[config.mk]
export PLATFORM = sky130hd
export DESIGN_NAME = psk_squelch_quality_estimator_top_flat
export DESIGN_NICKNAME = d
export VERILOG_FILES = /design/src/hw/rtl/psq_pkg.sv /design/src/hw/rtl/psq_in_if.sv /design/src/hw/rtl/psq_out_if.sv /design/src/hw/rtl/psq_cfg_if.sv /design/src/hw/rtl/psk_squelch_quality_estimator_top.sv /design/src/flat_wrapper.sv
export SDC_FILE = /design/constraint.sdc
export NUM_CORES = 1
export LEC_CHECK = 0
export BUFFER_PORTS_ARGS = -buffer_cell sky130_fd_sc_hd__buf_2
export CAP_MARGIN = 20
export CORE_ASPECT_RATIO = 1.2
export CORE_MARGIN = 2
export CORE_UTILIZATION = 55
export DETAILED_ROUTE_END_ITERATION = 16
export PLACE_DENSITY_LB_ADDON = 0.08
export SLEW_MARGIN = 20
export SYNTH_ARGS = -nofsm -noshare
export SYNTH_HDL_FRONTEND = slang
export SYNTH_SLANG_ARGS = --single-unit
[constraint.sdc]
create_clock -name clk -period 17.6 [get_ports clk]
set_clock_uncertainty 0.05 [all_clocks]
set_input_delay 0.88 -clock clk [delete_from_list [all_inputs] [get_ports clk]]
set_output_delay 0.88 -clock clk [all_outputs]
set_load 0.01 [all_outputs]
[src/hw/rtl/psq_pkg.sv]
// Package for the PSK squelch and signal quality estimator.
// Holds widths, fixed-point constants, codes and the sequencer state type.
// No dependencies; the RTL files use it by scoped names and the test files import it.
package psq_pkg;

  // Fixed point and field widths
  localparam int FRAC_BITS  = 16;
  localparam int PHASE_W    = 16;
  localparam int AGC_W      = 24;
  localparam int LEVEL_W    = 9;
  localparam int THRESH_W   = 7;
  localparam int SPEED_W    = 10;
  localparam int MODE_W     = 2;
  localparam int FAST_W     = 1;
  localparam int PEA_W      = 20;
  localparam int CFG_IDX_W  = 2;
  localparam int CFG_DATA_W = 10;

  // Angle-to-radian conversion: 2*pi scaled by 2^32, result taken above bit RAD_SHIFT.
  localparam int          TWOPI_W   = 35;
  localparam logic [34:0] TWOPI_Q32 = 35'd26986075409;
  localparam int          RAD_SHIFT = 48 - FRAC_BITS;
  localparam int          MAG_W     = PHASE_W - 1;          // window offset magnitude
  localparam int          ALU_W     = MAG_W + TWOPI_W;      // shared adder width

  localparam int ERR_W   = FRAC_BITS + 2;   // |phase error|, below pi
  localparam int HELD_W  = ERR_W + 1;       // signed phase error
  localparam int AVG_W   = FRAC_BITS + 8;   // deviation average
  localparam int DEV_W   = ERR_W + 9;       // error times the deviation gain
  localparam int EAVG_W  = PEA_W;           // phase error average
  localparam int DIV_W   = AVG_W + 1;       // dividend and quotient
  localparam int DEN_W   = SPEED_W + 1;     // divisor, up to twice the speed
  localparam int CNT_W   = $clog2(DIV_W + 1);
  localparam int RUN_W   = 8;
  localparam int SEQ_W   = 5;               // on and off run counters

  // Window edges and centers, in fractions of a turn
  localparam logic [PHASE_W:0] HALF_TURN   = 17'd32768;
  localparam logic [PHASE_W:0] CENTER_180  = 17'd16384;
  localparam logic [PHASE_W:0] CENTER_0    = 17'd49152;
  localparam logic [PHASE_W:0] Q180_LO     = 17'd8192;
  localparam logic [PHASE_W:0] Q180_HI     = 17'd24576;
  localparam logic [PHASE_W:0] Q0_LO       = 17'd40960;
  localparam logic [PHASE_W:0] Q0_HI       = 17'd57344;

  localparam logic [AVG_W-1:0]  AVG_RESET  = AVG_W'(((64'd2 << FRAC_BITS) + 64'd2) / 64'd5);
  localparam logic [AVG_W-1:0]  AVG_OPEN   = AVG_W'(64'd25 << FRAC_BITS);
  localparam logic [AVG_W-1:0]  AVG_CLOSE  = AVG_W'(64'd100 << FRAC_BITS);
  localparam logic [HELD_W-1:0] LIM_QPSK   = HELD_W'(((64'd3 << FRAC_BITS) + 64'd2) / 64'd5);
  localparam logic [HELD_W-1:0] LIM_BPSK   = HELD_W'(64'd1 << FRAC_BITS);
  localparam logic [AGC_W-1:0]  AGC_GATE   = 24'd2560;        // 10.0 in Q16.8

  localparam logic [8:0]        DEV_K_QPSK = 9'd280;
  localparam logic [8:0]        DEV_K_BPSK = 9'd150;
  localparam logic [DEN_W-1:0]  NK_FAST    = DEN_W'(30);
  localparam logic [DEN_W-1:0]  NK_SLOW    = DEN_W'(100);
  localparam logic [RUN_W-1:0]  ELIMIT     = RUN_W'(5);
  localparam logic [RUN_W-1:0]  RUN_MAX    = RUN_W'(255);
  localparam logic [SEQ_W-1:0]  SEQ_STOP   = SEQ_W'(20);
  localparam logic [SEQ_W-1:0]  IMD_MIN    = SEQ_W'(2);
  localparam logic [LEVEL_W-1:0] LEVEL_FULL = LEVEL_W'(100);

  typedef enum logic [MODE_W-1:0] {
    MODE_BPSK     = 2'd0,
    MODE_QPSK_USB = 2'd1,
    MODE_QPSK_LSB = 2'd2,
    MODE_SPARE    = 2'd3
  } rx_mode_t;

  typedef enum logic [CFG_IDX_W-1:0] {
    CFG_RX_MODE   = 2'd0,
    CFG_SQL_SPEED = 2'd1,
    CFG_SQL_THR   = 2'd2,
    CFG_FAST_AFC  = 2'd3
  } cfg_idx_t;

  typedef enum logic [3:0] {
    ST_IDLE,
    ST_MUL,
    ST_DEV,
    ST_SUB,
    ST_ABS,
    ST_RND,
    ST_DIV,
    ST_UPD,
    ST_CLAMP,
    ST_DONE
  } psq_state_t;

endpackage

[src/hw/rtl/psq_in_if.sv]
// Input channel of the squelch estimator: one symbol angle and AGC level per transaction.
// Depends on psq_pkg for the field widths.
interface psq_in_if;
  logic                         valid;
  logic                         ready;
  logic [psq_pkg::PHASE_W-1:0]  phase_angle;
  logic [psq_pkg::AGC_W-1:0]    agc_level;

  modport source (output valid, output phase_angle, output agc_level, input ready);
  modport sink   (input valid, input phase_angle, input agc_level, output ready);
endinterface

[src/hw/rtl/psq_out_if.sv]
// Result channel of the squelch estimator: level, flags and phase error average.
// Depends on psq_pkg for the field widths.
interface psq_out_if;
  logic                               valid;
  logic                               ready;
  logic signed [psq_pkg::LEVEL_W-1:0] squelch_level;
  logic                               squelch_open;
  logic                               imd_valid;
  logic signed [psq_pkg::PEA_W-1:0]   phase_error_avg;

  modport source (output valid, output squelch_level, output squelch_open,
                  output imd_valid, output phase_error_avg, input ready);
  modport sink   (input valid, input squelch_level, input squelch_open,
                  input imd_valid, input phase_error_avg, output ready);
endinterface

[src/hw/rtl/psq_cfg_if.sv]
// Configuration write channel of the squelch estimator: register index and data.
// Depends on psq_pkg for the field widths.
interface psq_cfg_if;
  logic                           valid;
  logic                           ready;
  logic [psq_pkg::CFG_IDX_W-1:0]  index;
  logic [psq_pkg::CFG_DATA_W-1:0] data;

  modport source (output valid, output index, output data, input ready);
  modport sink   (input valid, input index, input data, output ready);
endinterface

[src/hw/rtl/psk_squelch_quality_estimator_top.sv]
// PSK phase-dispersion squelch and signal quality estimator, top level.
// Depends on psq_pkg and the interfaces psq_in_if, psq_out_if and psq_cfg_if.
//
// One transaction on the input channel carries the difference angle of one PSK symbol
// (plus pi, as a fraction of a turn) and the current AGC level; it produces exactly one
// result transaction with the squelch level, the open flag, the IMD-valid flag and the
// phase-derived frequency error average in Q.16. The bit-serial product, the averages
// and the division run through a single shared adder/subtractor under a small
// sequencer, so the block takes one symbol at a time and drops in_chan.ready while it
// works. A symbol in one of the windows goes through a bit-serial multiplication of
// its 15-bit window offset into radians and a sign-run step, then two passes (subtract,
// magnitude, rounding, 25 restoring-division steps, update) for the deviation average
// and the phase error average with a clamp step between them, and a final output step.
// A QPSK symbol outside both windows skips everything before the clamp step.
// The result sits in an output register, so the next symbol can be accepted while it
// waits to be taken; the block only stalls at its final step if the previous result is
// still unclaimed. Configuration writes are always accepted (cfg_chan.ready is tied
// high) and are meant to be issued only while the block is idle.
module psk_squelch_quality_estimator_top (
  input  logic      clk,
  input  logic      rst_n,
  psq_in_if.sink    in_chan,
  psq_out_if.source out_chan,
  psq_cfg_if.sink   cfg_chan
);

  // Configuration registers
  logic [psq_pkg::MODE_W-1:0]   rx_mode_r;
  logic [psq_pkg::SPEED_W-1:0]  sql_speed_r;
  logic [psq_pkg::THRESH_W-1:0] sql_thr_r;
  logic                         fast_afc_r;

  // Sequencer and persistent state
  psq_pkg::psq_state_t                state_r, state_nxt;
  logic                               phase_r, phase_nxt;     // 0: deviation pass, 1: error pass
  logic [psq_pkg::AVG_W-1:0]          avg_r, avg_nxt;
  logic signed [psq_pkg::EAVG_W-1:0]  eavg_r, eavg_nxt;
  logic signed [psq_pkg::HELD_W-1:0]  held_r, held_nxt;
  logic [psq_pkg::SEQ_W-1:0]          on_run_r, on_run_nxt;
  logic [psq_pkg::SEQ_W-1:0]          off_run_r, off_run_nxt;
  logic [psq_pkg::RUN_W-1:0]          pos_run_r, pos_run_nxt;
  logic [psq_pkg::RUN_W-1:0]          neg_run_r, neg_run_nxt;
  logic                               out_valid_r, out_valid_nxt;

  // Working registers of the shared unit
  logic [psq_pkg::ALU_W-1:0]    acc_r, acc_nxt;
  logic [psq_pkg::ALU_W-1:0]    mcand_r, mcand_nxt;
  logic [psq_pkg::MAG_W-1:0]    mplier_r, mplier_nxt;
  logic [psq_pkg::DIV_W-1:0]    div_r, div_nxt;
  logic [psq_pkg::DEN_W-1:0]    rem_r, rem_nxt;
  logic [psq_pkg::CNT_W-1:0]    cnt_r, cnt_nxt;
  logic                         num_neg_r, num_neg_nxt;
  logic                         diff_neg_r, diff_neg_nxt;
  logic                         in180_r, in180_nxt;
  logic [psq_pkg::AGC_W-1:0]    agc_r, agc_nxt;

  // Output registers
  logic signed [psq_pkg::LEVEL_W-1:0] level_r, level_nxt;
  logic                               open_r, open_nxt;
  logic                               imd_r, imd_nxt;
  logic signed [psq_pkg::PEA_W-1:0]   pea_r, pea_nxt;

  // Shared adder/subtractor
  logic [psq_pkg::ALU_W-1:0] alu_a, alu_b, alu_y;
  logic                      alu_sub;

  assign alu_y = alu_a + (alu_sub ? ~alu_b : alu_b) + psq_pkg::ALU_W'(alu_sub);

  // Mode decode; the spare mode code behaves as QPSK upper sideband.
  logic qpsk, lower;
  assign qpsk  = (rx_mode_r != psq_pkg::MODE_BPSK);
  assign lower = (rx_mode_r == psq_pkg::MODE_QPSK_LSB);

  // Window sorting of the incoming angle
  logic [psq_pkg::PHASE_W:0]   p_ext, centre;
  logic                        win180, win0;
  logic [psq_pkg::PHASE_W:0]   diff;
  logic [psq_pkg::PHASE_W:0]   diff_mag;

  always_comb begin
    p_ext = {1'b0, in_chan.phase_angle};
    if (qpsk) begin
      win180 = (p_ext >= psq_pkg::Q180_LO) && (p_ext <= psq_pkg::Q180_HI);
      win0   = (p_ext >= psq_pkg::Q0_LO) && (p_ext <= psq_pkg::Q0_HI);
    end else begin
      // Exactly one half turn counts as a 180-degree symbol.
      win180 = (p_ext <= psq_pkg::HALF_TURN);
      win0   = !win180;
    end
    centre   = win180 ? psq_pkg::CENTER_180 : psq_pkg::CENTER_0;
    diff     = lower ? (centre - p_ext) : (p_ext - centre);
    diff_mag = diff[psq_pkg::PHASE_W] ? (~diff + 1'b1) : diff;
  end

  // Divisor: the squelch speed (doubled when the deviation rises) or the AFC constant.
  logic [psq_pkg::DEN_W-1:0] speed_k, den;
  always_comb begin
    speed_k = (sql_speed_r == '0) ? psq_pkg::DEN_W'(1) : psq_pkg::DEN_W'(sql_speed_r);
    if (phase_r) begin
      den = fast_afc_r ? psq_pkg::NK_FAST : psq_pkg::NK_SLOW;
    end else begin
      den = num_neg_r ? speed_k : (speed_k << 1);
    end
  end

  // Phase error from the multiplier result, and the deviation it implies
  logic [psq_pkg::ERR_W-1:0]         err_mag;
  logic                              err_neg;
  logic signed [psq_pkg::HELD_W-1:0] err_s;
  logic [psq_pkg::DEV_W-1:0]         dev_full;

  assign err_mag  = acc_r[psq_pkg::RAD_SHIFT +: psq_pkg::ERR_W];
  assign err_neg  = diff_neg_r && (err_mag != '0);
  assign err_s    = err_neg ? -$signed({1'b0, err_mag}) : $signed({1'b0, err_mag});
  assign dev_full = psq_pkg::DEV_W'(err_mag)
                  * psq_pkg::DEV_W'(qpsk ? psq_pkg::DEV_K_QPSK : psq_pkg::DEV_K_BPSK);

  // Clamp of the held error to the mode's limit
  logic signed [psq_pkg::HELD_W-1:0] lim, held_c;
  always_comb begin
    lim = qpsk ? $signed(psq_pkg::LIM_QPSK) : $signed(psq_pkg::LIM_BPSK);
    if (held_r > lim) begin
      held_c = lim;
    end else if (held_r < -lim) begin
      held_c = -lim;
    end else begin
      held_c = held_r;
    end
  end

  // Squelch level from the final deviation average
  logic signed [psq_pkg::LEVEL_W-1:0] level_v;
  assign level_v = $signed(psq_pkg::LEVEL_FULL
                 - psq_pkg::LEVEL_W'(avg_r[psq_pkg::AVG_W-1:psq_pkg::FRAC_BITS]));

  logic in_fire;
  assign in_chan.ready  = (state_r == psq_pkg::ST_IDLE);
  assign in_fire        = in_chan.valid && in_chan.ready;
  assign cfg_chan.ready = 1'b1;

  // Sequencer
  always_comb begin
    state_nxt     = state_r;
    phase_nxt     = phase_r;
    avg_nxt       = avg_r;
    eavg_nxt      = eavg_r;
    held_nxt      = held_r;
    on_run_nxt    = on_run_r;
    off_run_nxt   = off_run_r;
    pos_run_nxt   = pos_run_r;
    neg_run_nxt   = neg_run_r;
    acc_nxt       = acc_r;
    mcand_nxt     = mcand_r;
    mplier_nxt    = mplier_r;
    div_nxt       = div_r;
    rem_nxt       = rem_r;
    cnt_nxt       = cnt_r;
    num_neg_nxt   = num_neg_r;
    diff_neg_nxt  = diff_neg_r;
    in180_nxt     = in180_r;
    agc_nxt       = agc_r;
    level_nxt     = level_r;
    open_nxt      = open_r;
    imd_nxt       = imd_r;
    pea_nxt       = pea_r;
    out_valid_nxt = out_valid_r && !out_chan.ready;
    alu_a         = '0;
    alu_b         = '0;
    alu_sub       = 1'b0;

    unique case (state_r)
      psq_pkg::ST_IDLE: begin
        if (in_fire) begin
          agc_nxt      = in_chan.agc_level;
          in180_nxt    = win180;
          diff_neg_nxt = diff[psq_pkg::PHASE_W];
          if (win180 || win0) begin
            // Rounding constant preloaded so the product needs no final add.
            acc_nxt    = psq_pkg::ALU_W'(1) << (psq_pkg::RAD_SHIFT - 1);
            mcand_nxt  = psq_pkg::ALU_W'(psq_pkg::TWOPI_Q32);
            mplier_nxt = diff_mag[psq_pkg::MAG_W-1:0];
            cnt_nxt    = psq_pkg::CNT_W'(psq_pkg::MAG_W);
            phase_nxt  = 1'b0;
            state_nxt  = psq_pkg::ST_MUL;
          end else begin
            // Outside both windows only the error average moves.
            phase_nxt  = 1'b1;
            state_nxt  = psq_pkg::ST_CLAMP;
          end
        end
      end

      psq_pkg::ST_MUL: begin
        alu_a = acc_r;
        alu_b = mcand_r;
        if (mplier_r[0]) begin
          acc_nxt = alu_y;
        end
        mcand_nxt  = mcand_r << 1;
        mplier_nxt = mplier_r >> 1;
        cnt_nxt    = cnt_r - 1'b1;
        if (cnt_r == psq_pkg::CNT_W'(1)) begin
          state_nxt = psq_pkg::ST_DEV;
        end
      end

      psq_pkg::ST_DEV: begin
        // Sign runs gate the held error: it passes only after ELIMIT of one sign.
        if (!err_neg) begin
          pos_run_nxt = (pos_run_r < psq_pkg::RUN_MAX) ? pos_run_r + 1'b1 : pos_run_r;
          neg_run_nxt = '0;
        end else begin
          neg_run_nxt = (neg_run_r < psq_pkg::RUN_MAX) ? neg_run_r + 1'b1 : neg_run_r;
          pos_run_nxt = '0;
        end
        if ((pos_run_nxt < psq_pkg::ELIMIT) && (neg_run_nxt < psq_pkg::ELIMIT)) begin
          held_nxt = '0;
        end else begin
          held_nxt = err_s;
        end
        acc_nxt   = psq_pkg::ALU_W'(dev_full);
        state_nxt = psq_pkg::ST_SUB;
      end

      psq_pkg::ST_SUB: begin
        alu_a       = acc_r;
        alu_b       = phase_r ? psq_pkg::ALU_W'(eavg_r) : psq_pkg::ALU_W'(avg_r);
        alu_sub     = 1'b1;
        acc_nxt     = alu_y;
        num_neg_nxt = alu_y[psq_pkg::ALU_W-1];
        state_nxt   = psq_pkg::ST_ABS;
      end

      psq_pkg::ST_ABS: begin
        alu_a     = '0;
        alu_b     = acc_r;
        alu_sub   = num_neg_r;
        acc_nxt   = alu_y;
        state_nxt = psq_pkg::ST_RND;
      end

      psq_pkg::ST_RND: begin
        // Round to nearest, halves away from zero, by adding half the divisor.
        alu_a     = acc_r;
        alu_b     = psq_pkg::ALU_W'(den >> 1);
        div_nxt   = alu_y[psq_pkg::DIV_W-1:0];
        rem_nxt   = '0;
        cnt_nxt   = psq_pkg::CNT_W'(psq_pkg::DIV_W);
        state_nxt = psq_pkg::ST_DIV;
      end

      psq_pkg::ST_DIV: begin
        // One restoring-division step: the quotient bit shifts into the dividend.
        alu_a   = psq_pkg::ALU_W'({rem_r, div_r[psq_pkg::DIV_W-1]});
        alu_b   = psq_pkg::ALU_W'(den);
        alu_sub = 1'b1;
        if (!alu_y[psq_pkg::ALU_W-1]) begin
          rem_nxt = alu_y[psq_pkg::DEN_W-1:0];
          div_nxt = {div_r[psq_pkg::DIV_W-2:0], 1'b1};
        end else begin
          rem_nxt = {rem_r[psq_pkg::DEN_W-2:0], div_r[psq_pkg::DIV_W-1]};
          div_nxt = {div_r[psq_pkg::DIV_W-2:0], 1'b0};
        end
        cnt_nxt = cnt_r - 1'b1;
        if (cnt_r == psq_pkg::CNT_W'(1)) begin
          state_nxt = psq_pkg::ST_UPD;
        end
      end

      psq_pkg::ST_UPD: begin
        alu_a   = phase_r ? psq_pkg::ALU_W'(eavg_r) : psq_pkg::ALU_W'(avg_r);
        alu_b   = psq_pkg::ALU_W'(div_r);
        alu_sub = num_neg_r;
        if (phase_r) begin
          eavg_nxt  = $signed(alu_y[psq_pkg::EAVG_W-1:0]);
          state_nxt = psq_pkg::ST_DONE;
        end else begin
          avg_nxt = alu_y[psq_pkg::AVG_W-1:0];
          if (in180_r) begin
            // Long run of 180-degree symbols: squelch opens fast.
            if (on_run_r > psq_pkg::SEQ_STOP) begin
              avg_nxt = psq_pkg::AVG_OPEN;
            end else begin
              on_run_nxt = on_run_r + 1'b1;
            end
            off_run_nxt = '0;
          end else begin
            // Long run of 0-degree symbols closes fast, in BPSK only.
            if (off_run_r > psq_pkg::SEQ_STOP) begin
              if (!qpsk) begin
                avg_nxt = psq_pkg::AVG_CLOSE;
              end
            end else begin
              off_run_nxt = off_run_r + 1'b1;
            end
            on_run_nxt = '0;
          end
          state_nxt = psq_pkg::ST_CLAMP;
        end
      end

      psq_pkg::ST_CLAMP: begin
        // The clamped error is kept, then scaled by five for the average.
        held_nxt  = held_c;
        alu_a     = psq_pkg::ALU_W'(held_c) << 2;
        alu_b     = psq_pkg::ALU_W'(held_c);
        acc_nxt   = alu_y;
        phase_nxt = 1'b1;
        state_nxt = psq_pkg::ST_SUB;
      end

      psq_pkg::ST_DONE: begin
        if (!out_valid_r || out_chan.ready) begin
          if (agc_r > psq_pkg::AGC_GATE) begin
            level_nxt = level_v;
            open_nxt  = (level_v >= $signed({2'b00, sql_thr_r}));
          end else begin
            level_nxt = '0;
            open_nxt  = 1'b0;
          end
          imd_nxt       = (on_run_r > psq_pkg::IMD_MIN);
          pea_nxt       = eavg_r;
          out_valid_nxt = 1'b1;
          state_nxt     = psq_pkg::ST_IDLE;
        end
      end

      default: begin
        state_nxt = psq_pkg::ST_IDLE;
      end
    endcase
  end

  // Control and persistent state
  always_ff @(posedge clk) begin
    if (!rst_n) begin
      state_r     <= psq_pkg::ST_IDLE;
      phase_r     <= 1'b0;
      avg_r       <= psq_pkg::AVG_RESET;
      eavg_r      <= '0;
      held_r      <= '0;
      on_run_r    <= '0;
      off_run_r   <= '0;
      pos_run_r   <= '0;
      neg_run_r   <= '0;
      out_valid_r <= 1'b0;
    end else begin
      state_r     <= state_nxt;
      phase_r     <= phase_nxt;
      avg_r       <= avg_nxt;
      eavg_r      <= eavg_nxt;
      held_r      <= held_nxt;
      on_run_r    <= on_run_nxt;
      off_run_r   <= off_run_nxt;
      pos_run_r   <= pos_run_nxt;
      neg_run_r   <= neg_run_nxt;
      out_valid_r <= out_valid_nxt;
    end
  end

  // Working and output payload registers
  always_ff @(posedge clk) begin
    acc_r      <= acc_nxt;
    mcand_r    <= mcand_nxt;
    mplier_r   <= mplier_nxt;
    div_r      <= div_nxt;
    rem_r      <= rem_nxt;
    cnt_r      <= cnt_nxt;
    num_neg_r  <= num_neg_nxt;
    diff_neg_r <= diff_neg_nxt;
    in180_r    <= in180_nxt;
    agc_r      <= agc_nxt;
    level_r    <= level_nxt;
    open_r     <= open_nxt;
    imd_r      <= imd_nxt;
    pea_r      <= pea_nxt;
  end

  // Configuration registers
  always_ff @(posedge clk) begin
    if (!rst_n) begin
      rx_mode_r   <= psq_pkg::MODE_BPSK;
      sql_speed_r <= psq_pkg::SPEED_W'(75);
      sql_thr_r   <= psq_pkg::THRESH_W'(50);
      fast_afc_r  <= 1'b0;
    end else if (cfg_chan.valid && cfg_chan.ready) begin
      unique case (psq_pkg::cfg_idx_t'(cfg_chan.index))
        psq_pkg::CFG_RX_MODE:   rx_mode_r   <= cfg_chan.data[psq_pkg::MODE_W-1:0];
        psq_pkg::CFG_SQL_SPEED: sql_speed_r <= cfg_chan.data[psq_pkg::SPEED_W-1:0];
        psq_pkg::CFG_SQL_THR:   sql_thr_r   <= cfg_chan.data[psq_pkg::THRESH_W-1:0];
        psq_pkg::CFG_FAST_AFC:  fast_afc_r  <= cfg_chan.data[0];
        default:                fast_afc_r  <= fast_afc_r;
      endcase
    end
  end

  assign out_chan.valid           = out_valid_r;
  assign out_chan.squelch_level   = level_r;
  assign out_chan.squelch_open    = open_r;
  assign out_chan.imd_valid       = imd_r;
  assign out_chan.phase_error_avg = pea_r;

`ifndef SYNTHESIS
  // An accepted symbol always starts the sequencer.
  a_accept_starts: assert property (@(posedge clk) disable iff (!rst_n)
    in_fire |=> (state_r != psq_pkg::ST_IDLE))
    else $error("sequencer stayed idle after an accepted transaction");

  // The last division step always hands over to the update step.
  a_div_ends: assert property (@(posedge clk) disable iff (!rst_n)
    (state_r == psq_pkg::ST_DIV && cnt_r == psq_pkg::CNT_W'(1)) |=>
      (state_r == psq_pkg::ST_UPD))
    else $error("division did not end in the update step");

  // After a clamp the held error lies within one unit.
  a_held_clamped: assert property (@(posedge clk) disable iff (!rst_n)
    $past(state_r == psq_pkg::ST_CLAMP) |->
      (held_r <= $signed(psq_pkg::LIM_BPSK) && held_r >= -$signed(psq_pkg::LIM_BPSK)))
    else $error("held phase error escaped its clamp");

  // Run counters stop at 21.
  a_runs_bounded: assert property (@(posedge clk) disable iff (!rst_n)
    (on_run_r <= psq_pkg::SEQ_STOP + 1'b1) && (off_run_r <= psq_pkg::SEQ_STOP + 1'b1))
    else $error("on or off run counter ran past its stop");

  // A new result is loaded only when the output register is free or being emptied.
  a_no_overwrite: assert property (@(posedge clk) disable iff (!rst_n)
    (state_r == psq_pkg::ST_DONE && out_valid_r && !out_chan.ready) |=>
      (state_r == psq_pkg::ST_DONE))
    else $error("result register overwritten before it was taken");
`endif

endmodule

[src/flat_wrapper.sv]
// flat-port wrapper written by rule: the top's interface ports become plain ports
module psk_squelch_quality_estimator_top_flat 
  (clk, rst_n, in_chan_valid, in_chan_phase_angle, in_chan_agc_level, in_chan_ready, out_chan_valid, out_chan_squelch_level, out_chan_squelch_open, out_chan_imd_valid, out_chan_phase_error_avg, out_chan_ready, cfg_chan_valid, cfg_chan_index, cfg_chan_data, cfg_chan_ready);
  psq_in_if in_chan_i ();
  psq_out_if out_chan_i ();
  psq_cfg_if cfg_chan_i ();
  input  logic clk;
  input  logic rst_n;
  input wire logic [$bits(in_chan_i.valid)-1:0] in_chan_valid;
  input wire logic [$bits(in_chan_i.phase_angle)-1:0] in_chan_phase_angle;
  input wire logic [$bits(in_chan_i.agc_level)-1:0] in_chan_agc_level;
  output wire logic [$bits(in_chan_i.ready)-1:0] in_chan_ready;
  output wire logic [$bits(out_chan_i.valid)-1:0] out_chan_valid;
  output wire logic [$bits(out_chan_i.squelch_level)-1:0] out_chan_squelch_level;
  output wire logic [$bits(out_chan_i.squelch_open)-1:0] out_chan_squelch_open;
  output wire logic [$bits(out_chan_i.imd_valid)-1:0] out_chan_imd_valid;
  output wire logic [$bits(out_chan_i.phase_error_avg)-1:0] out_chan_phase_error_avg;
  input wire logic [$bits(out_chan_i.ready)-1:0] out_chan_ready;
  input wire logic [$bits(cfg_chan_i.valid)-1:0] cfg_chan_valid;
  input wire logic [$bits(cfg_chan_i.index)-1:0] cfg_chan_index;
  input wire logic [$bits(cfg_chan_i.data)-1:0] cfg_chan_data;
  output wire logic [$bits(cfg_chan_i.ready)-1:0] cfg_chan_ready;
  assign in_chan_i.valid = in_chan_valid;
  assign in_chan_i.phase_angle = in_chan_phase_angle;
  assign in_chan_i.agc_level = in_chan_agc_level;
  assign in_chan_ready = in_chan_i.ready;
  assign out_chan_valid = out_chan_i.valid;
  assign out_chan_squelch_level = out_chan_i.squelch_level;
  assign out_chan_squelch_open = out_chan_i.squelch_open;
  assign out_chan_imd_valid = out_chan_i.imd_valid;
  assign out_chan_phase_error_avg = out_chan_i.phase_error_avg;
  assign out_chan_i.ready = out_chan_ready;
  assign cfg_chan_i.valid = cfg_chan_valid;
  assign cfg_chan_i.index = cfg_chan_index;
  assign cfg_chan_i.data = cfg_chan_data;
  assign cfg_chan_ready = cfg_chan_i.ready;
  psk_squelch_quality_estimator_top u_core (.clk(clk), .rst_n(rst_n), .in_chan(in_chan_i), .out_chan(out_chan_i), .cfg_chan(cfg_chan_i));
endmodule
==> results.md, run 1 <==
Timing:
- For the pin with the worst max-slew slack, the measured transition is approximately 1.1 ns.
- The number of hold-slack violations in the final timing report was 0.
- Across all hold checks on the routed design, the worst slack comes to 0.4168 ns.
- The number of endpoints failing setup at the final stage is 0.
- The final critical-path share of the clock period is 0.5090.
- Setup repair after global routing left no endpoint under its margin.
- The max-slew violation count came to 0.
- For the finished layout, the period the worst path requires is between 8 and 9 ns.
- Adding up every negative setup slack in the final design gives 0 ns.
- The relative slew slack is 0.2584.
- The maximum achievable frequency is 111.6 MHz.
- The minimum setup slack in the final design is roughly 8.6 ns.

Job:
- The tool flagged a number of max-cap violations equal to 0.

Logic synthesis:
- The post-synthesis area per instance is between 8 and 9 µm².
- The share of the yosys chip area belonging to registers is 0.3622.
- The netlist uses 90 different library cells.
- The synthesis warning total is 0.
- The register bit count reported by yosys is 329.
- Synthesis handed over a netlist of roughly 2,700 instances.
- The number of enable-type register cells in the synthesized netlist is about 210.
- Counting flops with an async set or reset pin after synthesis yields a share of 0.
- The commonest register cell after synthesis is edfxtp_1.
- The area fraction of the dominant cell type after synthesis is 0.2667.
- The cell area that synthesis handed to floorplanning was 0.02410 mm².
- Yosys attributes the largest share of cell area to edfxtp_1 (27%), dfxtp_1 (9.6%), ha_1 (7.5%).
- The synthesized design spends more area on one cell type than any other, namely edfxtp_1.

Cells and area:
- The number of nets in the layout is just under 3,000.
- Leaving out fill and tap cells, the most frequent cells in the layout are nand2_1 (266), edfxtp_1 (214), nor2_1 (196).
- After routing the design area is 0.02636 mm².
- Summing all multi-input logic gate instances after layout gives roughly 0.014 mm².
- The final cell count without fillers is 3,310.
- After filler insertion, the fill cell instance count of the layout stands at between 3,000 and 4,000.
- The area growth from synthesis to layout is 9.383%.
- The flip-flop and latch area is 0.008730 mm².
- Leaving out fill and tap cells, the most frequent cell in the layout is nand2_1.
- The fraction of the core area covered by cells at the end of the flow is 0.6057.
- Of the cells placed in the final design, the portion with a size suffix greater than 1 is 0.08797.
- The number of antenna diodes in the final layout is 0.

Clock tree:
- The number of hold-repair buffers added at the cts stage is 0.
- The clock passes through at most 3 buffers.
- TritonCTS built the clock tree.
- In this run the number of H-tree levels came out at 2.
- The clock tree root driver cell is clkbuf_16.
- Counting every sink on the clock net gives ~330.
- Buffers inserted during clock tree synthesis total 38.
- The number of gates resized after CTS was 0.
- The insertion delay to the later sink of the worst-skew pair is approximately 0.59 ns.
- After clock tree synthesis, the clock-pin slew on the worst setup and hold paths is ~0.06 ns.
- Buffers added to address setup during post-CTS repair amount to 0.

Critical path:
- The worst setup path is captured at a register.
- The cell seen most often among critical-path stages is a21oi_1.
- Data on the critical path arrives at its endpoint at 9.24 ns.
- The startpoint type of the worst setup path is a register.
- The highest-delay cell along the critical path is nor2_1.
- The required arrival time at the worst endpoint is between 15 and 20 ns.
- The critical setup path kind is register to register.
- In this design, the stage delay of the slowest critical-path cell is slightly above 0.8 ns.
- In this run the worst path has a maximum fanout of 30.

Place:
- Before CTS, the worst setup slack after placement is 8.967 ns.
- The congestion estimate from routability-driven global placement came to ~0.96.
- The placed instance count is roughly 3,200.
- In this run the cell area measured after placement is approximately 0.025 mm².
- The number of buffers inserted by port buffering is 89.
- Detailed placement ended at an HPWL of 53.51 mm.

Power:
- Total power for the finished layout comes to a little under 6 mW.
- The leakage power is approximately 11 nW.
- The power density over cell area is about 220 mW/mm².
- The worst-case IR drop observed on VDD is ~0.19 mV.

GRT:
- The total congestion overflow is 0.
- The total track usage is 0.3195.
- The via count of the first global-routing pass is approximately 20,000.
- The number of antenna violations at the first check in global routing was 0.
- The maximum number of pins on one net before global-route repair is 111.
- The first-pass GRT wire length is 113.9 mm.

Floorplan:
- The height of the die is 233.3 µm.
- The count of boundary I/O pins is between 90 and 100.
- The die is 195.1 µm wide.
- The region available for standard cell placement spans about 0.044 mm².
- For this configuration, the core starts out at a cell density of 0.5538.
- The floorplan die area is about 0.046 mm².
- The number of cell rows is 84.

Route:
- The detailed-route wire length is around 73 mm.
- The mean routed wirelength per cell is about 22 µm.
- Across all layers, the routed design uses 20,764 vias.
- The first-pass detailed-route iteration total is 6.
- After detailed routing, the number of vias per cell comes to around 6.3.
- The initial detailed-routing violation count is around 1,600.
- The residual antenna-violating net count after detailed routing is 0.
- The number of remaining DRC errors is 0.

Outcome:
- The flow ran to the end, and the final reports show no timing, DRC or antenna violations.

Worst hold path:
- The class of the tightest hold or removal check is register to register.
[power by group]
group	internal, mW	switching (mW)	total (mW)
clock	0.482	0.352	0.834
sequential	1.12	0.167	1.29
combinational	1.43	2.36	3.79
total	3.03	2.88	5.91
[worst max-delay path, delay by kind of cell, from the launching register on]
| family | cells | cell delay (ns) |
|---|---|---|
| compound gates | 15 | 3.51 |
| fa+ha+maj | 3 | 1.47 |
| xor+xnor | 1 | 0.19 |
| flops | 1 | 0.33 |
| simple gates | 9 | 2.16 |
| buf+inv | 2 | 0.98 |
[logic make-up (layout without fill, tap and decap cells)]
kind of cell | after synthesis | after routing | synth area share
buf+inv | 302 | 352 | 0.04793
fa+ha+maj | 207 | 207 | 0.1268
xor+xnor | 159 | 159 | 0.05779
other cells | 2 | 18 | 0.0003117
flops | 329 | 329 | 0.3622
mux | 41 | 41 | 0.01729
simple gates | 872 | 872 | 0.1769
compound gates | 773 | 773 | 0.2107
[final cells by class]
class | instances | area share
timing repair buffer | 121 | 0.02601
multi-input combinational | 2070 | 0.5436
clock buffer | 50 | 0.04092
tap | 559 | 0.02654
clock inverter | 20 | 0.008592
inverter | 161 | 0.02312
sequential | 329 | 0.3312
[final timing paths]
| path | from | endpoint | slack, ns | depth (start not counted) |
|---|---|---|---|---|
| worst min register to register | u_core.eavg_r[18] | u_core.out_chan.phase_error_avg[18] | 0.42 | 0 |
| worst min-delay path | u_core.eavg_r[18] | u_core.out_chan.phase_error_avg[18] | 0.42 | 0 |
| worst max register to register | u_core.rx_mode_r[0] | u_core.acc_r[38] | 8.64 | 30 |
| worst max-delay path | u_core.rx_mode_r[0] | u_core.acc_r[38] | 8.64 | 30 |
[registers in the layout (all words and copies together) (netlist names), 2 cells and up]
signal,flops
u_core.acc_r,50
u_core.agc_r,24
u_core.avg_r,24
u_core.cnt_r,5
u_core.div_r,25
u_core.eavg_r,20
u_core.held_r,19
u_core.mcand_r,50
u_core.mplier_r,15
u_core.neg_run_r,8
u_core.off_run_r,5
u_core.on_run_r,5
u_core.out_chan.phase_error_avg,20
u_core.out_chan.squelch_level,9
u_core.pos_run_r,8
u_core.rem_r,11
u_core.rx_mode_r,2
u_core.sql_speed_r,10
u_core.sql_thr_r,7
u_core.state_r,4
[Yosys cell counts, types with 15 or more instances]
library cell and count:
o31ai_1 16, a21oi_1 180, inv_1 158, and2_1 93, a31oi_1 33, o211ai_1 34, a211oi_1 37, nand3_1 57
a21boi_0 25, xor2_1 40, xnor2_1 119, a22oi_1 19, nor4_1 18, o22ai_1 25, nor3_1 51, and3_1 21
fa_1 62, or2_2 15, nand4_1 18, nor2_1 199, dfxtp_1 115, nor2b_1 33, nand2b_1 46, o21bai_1 20
clkbuf_1 121, a21o_1 73, ha_1 145, edfxtp_1 214, nand2_1 266, mux2i_1 36, o21a_1 17, o21ai_0 175
[per-layer routing]
metal | wire [µm] | vias to the layer above | GRT usage
li1 | - | 9705 | -
met2 | 35950 | 758 | 0.5679
met3 | 4334 | 164 | 0.04173
met1 | 29890 | 10137 | 0.3934
met5 | 0 | - | 0
met4 | 2797 | 0 | 0.1279
Note: power is estimated with default switching activity, not from simulation.
==> run 2: changes to the inputs <==
==> constraint.sdc (replaced) <==
create_clock -name clk -period 8.46 [get_ports clk]
set_clock_uncertainty 0.05 [all_clocks]
set_input_delay 0.423 -clock clk [delete_from_list [all_inputs] [get_ports clk]]
set_output_delay 0.423 -clock clk [all_outputs]
set_load 0.01 [all_outputs]
==> run 2 against run 1 <==
  * Clock-buffer cell count is 9 higher
  * First-iteration DRC count is 10% higher
  * Via count hardly changed
  * Non-clock buffer count is 26 higher
  * Register-to-register slack worse by 7.5 ns
  * Power is 110% higher
  * Wire length is 1.0% higher
==> results.md, run 2 (synthesized netlist as in run 1, its figures left out) <==
Outcome:
- Result of the run: finished clean (unchanged).

Cells and area:
- Leading cell types in the layout, fill and taps excluded: nand2_1 (266), edfxtp_1 (214), nor2_1 (196) (unchanged).
- The final cell count without fillers is 3,336 (was 3,310).
- The layout overhead on the synthesized area was 10.12% (was 9.383%).
- The most frequent standard cell in the layout excluding fill and tap cells was nand2_1 (unchanged).
- The number of fill cells is 3,813 (was 3,753).
- Biggest registers after layout: u_core.acc_r: 50 flops, u_core.mcand_r: 50 flops, u_core.div_r: 25 flops (unchanged).
- The number of nets in the layout is 3,011 (was 2,985).
- The number of antenna repair diodes was 0 (unchanged).
- The share of post-route cells with drive strength above 1 is 0.08498 (was 0.08797).

Place:
- The placed instance count is 3,242 (was 3,240).
- The weighted congestion at the end of routability-driven global placement is 0.9267 (was 0.9608).
- The total half-perimeter wirelength after legalization and detailed placement is 54.20 mm (was 53.51 mm).
- The post-placement worst setup slack is 1.289 ns (was 8.967 ns).
- The number of buffers inserted by port buffering is 89 (unchanged).

Power:
- The leakage power is 10.80 nW (was 10.73 nW).
- The worst supply voltage drop on vdd is 0.4699 mV (was 0.1852 mV).
- The power density over cell area came to 467.7 mW/mm² (was 224.1 mW/mm²).

GRT:
- The maximum number of pins on one net before global-route repair is 67 (was 111).
- The met2 track demand over resource came to 0.5598 (was 0.5679).
- The total track usage came to 0.3232 (was 0.3195).
- The layer with the highest usage is met2 (unchanged).
- The global-route track usage on met3 is 0.04476 (was 0.04173).
- The number of antenna violations at the first check in global routing is 0 (unchanged).
- The first-pass GRT wire length was 114.5 mm (was 113.9 mm).
- The via count of the first global-routing pass was 20,323 (was 20,416).
- The met1 track demand over resource came to 0.3977 (was 0.3934).
- The total congestion overflow is 0 (unchanged).

Clock tree:
- The clock tree from TritonCTS is done (unchanged).
- The number of buffers on the longest clock path was 3 (unchanged).
- The number of buffers added for setup after CTS is 0 (unchanged).
- The insertion delay to the later sink of the worst-skew pair is 0.57 ns (was 0.59 ns).
- The total clock sinks is 329 (unchanged).
- The total clock buffers created by CTS was 38 (unchanged).
- The clock tree root driver cell is clkbuf_16 (unchanged).
- The depth of the CTS H-tree was 2 (unchanged).
- The clock transition at the registers of the reported paths is 0.06 ns (about the same).

Critical path:
- The startpoint type of the worst setup path is a register (unchanged).
- The startpoint of the worst setup timing path is u_core.rx_mode_r[0] (unchanged).
- The cell seen most often among critical-path stages is a21oi_1 (unchanged).
- The startpoint of the most critical register-to-register path is u_core.rx_mode_r[0] (unchanged).
- The arrival time at the worst endpoint is 7.54 ns (was 9.24 ns).
- The critical setup path kind is register to register (unchanged).
- The required arrival time at the worst endpoint was 8.68 ns (was 17.88 ns).
- The largest driver fanout on the critical path is 16 (was 30).
- The biggest cell delay along the critical path is 0.76 ns (was 0.83 ns).
- The nature of the critical path endpoint is a register (unchanged).
- The highest-delay cell along the critical path was o41ai_4 (was nor2_1).

Route:
- The first-pass detailed-route iteration total is 6 (unchanged).
- The mean routed wirelength per cell is 22.10 µm (was 22.05 µm).
- The number of remaining DRC errors is 0 (unchanged).
- The average vias per placed instance is 6.223 (was 6.273).
- The initial detailed-routing violation count is 1,727 (was 1,563).
- The detailed-route wire length is 73.72 mm (was 72.98 mm).
- The residual antenna-violating net count after detailed routing is 0 (unchanged).
- The vias after detailed routing came to 20,761 (was 20,764).

Timing:
- The max-slew violation count is 0 (unchanged).
- The worst hold slack is 0.06535 ns (was 0.4168 ns).
- The setup TNS after final layout is 0 ns (unchanged).
- Setup repair after global routing missed its margin: no (unchanged).
- The worst-margin pin slew came to 1.008 ns (was 1.112 ns).
- The minimum setup slack in the final design is 1.145 ns (was 8.641 ns).
- The final critical-path share of the clock period was 0.8646 (was 0.5090).
- The maximum achievable frequency is 136.7 MHz (was 111.6 MHz).
- The number of hold-slack violations in the final timing report is 0 (unchanged).
- The final critical delay including setup and external delays is 7.315 ns (was 8.959 ns).
- The number of endpoints failing setup at the final stage is 0 (unchanged).
- The relative slew slack is 0.3229 (was 0.2584).

Job:
- The count of maximum capacitance violations is 0 (unchanged).

Floorplan:
- The number of cell rows is 84 (unchanged).
- The height of the die was 233.3 µm (unchanged).
- The count of boundary I/O pins was 91 (unchanged).
- The initial core utilization is 0.5538 (unchanged).
- The core outline area is 0.04351 mm² (unchanged).
- The floorplan die area is 0.04551 mm² (unchanged).
- The width of the die is 195.1 µm (unchanged).

Worst hold path:
- The startpoint of the most critical hold path is cfg_chan_data[6] (was u_core.eavg_r[18]).
- The class of the tightest hold or removal check is input pin to register (was register to register).
## run 2: power by group
part | leakage [nW] | switching, mW | internal (mW)
registers | 2.94 | 0.361 | 2.33
clock network | 0.595 | 0.700 | 0.951
logic | 7.26 | 5.09 | 2.98
## run 2: through the flow
stage / instance area, µm² / utilization / power [mW]
final: 26530 / 0.6098 / 12.41
after global routing: 26530 / 0.6098 / 13.31
after CTS: 26530 / 0.6098 / 12.35
after detailed placement: 25070 / 0.5761 / 10.64
after global placement: 25070 / 0.5761 / 10.49
after floorplan: 24160 / - / 8.274
## run 2: path summary, 6_finish.rpt
kind	endpoint	depth (start not counted)	slack [ns]
setup / recovery	u_core.div_r[0]	31	1.15
hold / removal	u_core.sql_speed_r[6]	3	0.07
setup reg to reg	u_core.div_r[0]	31	1.15
hold reg to reg	u_core.out_chan.phase_error_avg[8]	0	0.41
## run 2: layer usage
metal,wire (µm),part of all wire
met5,0,0
met4,3674,0.050
met3,4574,0.062
met2,35640,0.48
met1,29840,0.40
## run 2: area by class of cell
cell class | instances | area (µm²) | area share
clock inverter | 11 | 102.6 | 0.003867
sequential | 329 | 8730 | 0.3290
inverter | 161 | 609.3 | 0.02296
tap | 559 | 699.4 | 0.02636
clock buffer | 59 | 1122 | 0.04230
multi-input combinational | 2070 | 14330 | 0.5401
timing repair buffer | 147 | 940.9 | 0.03546
## run 2: critical path, delay by kind of cell, from the launching register on
family | cells | cell delay, ns
compound gates | 14 | 3.13
simple gates | 9 | 1.88
fa+ha+maj | 3 | 0.74
buf+inv | 3 | 0.67
flops | 1 | 0.34
xor+xnor | 1 | 0.11
mux | 1 | 0.09
## run 2: timing repair
action | in CTS | in global routing
hold buffers | 24 | 0
hold endpoints to repair | 24 | 0
resized for setup | 0 | 0
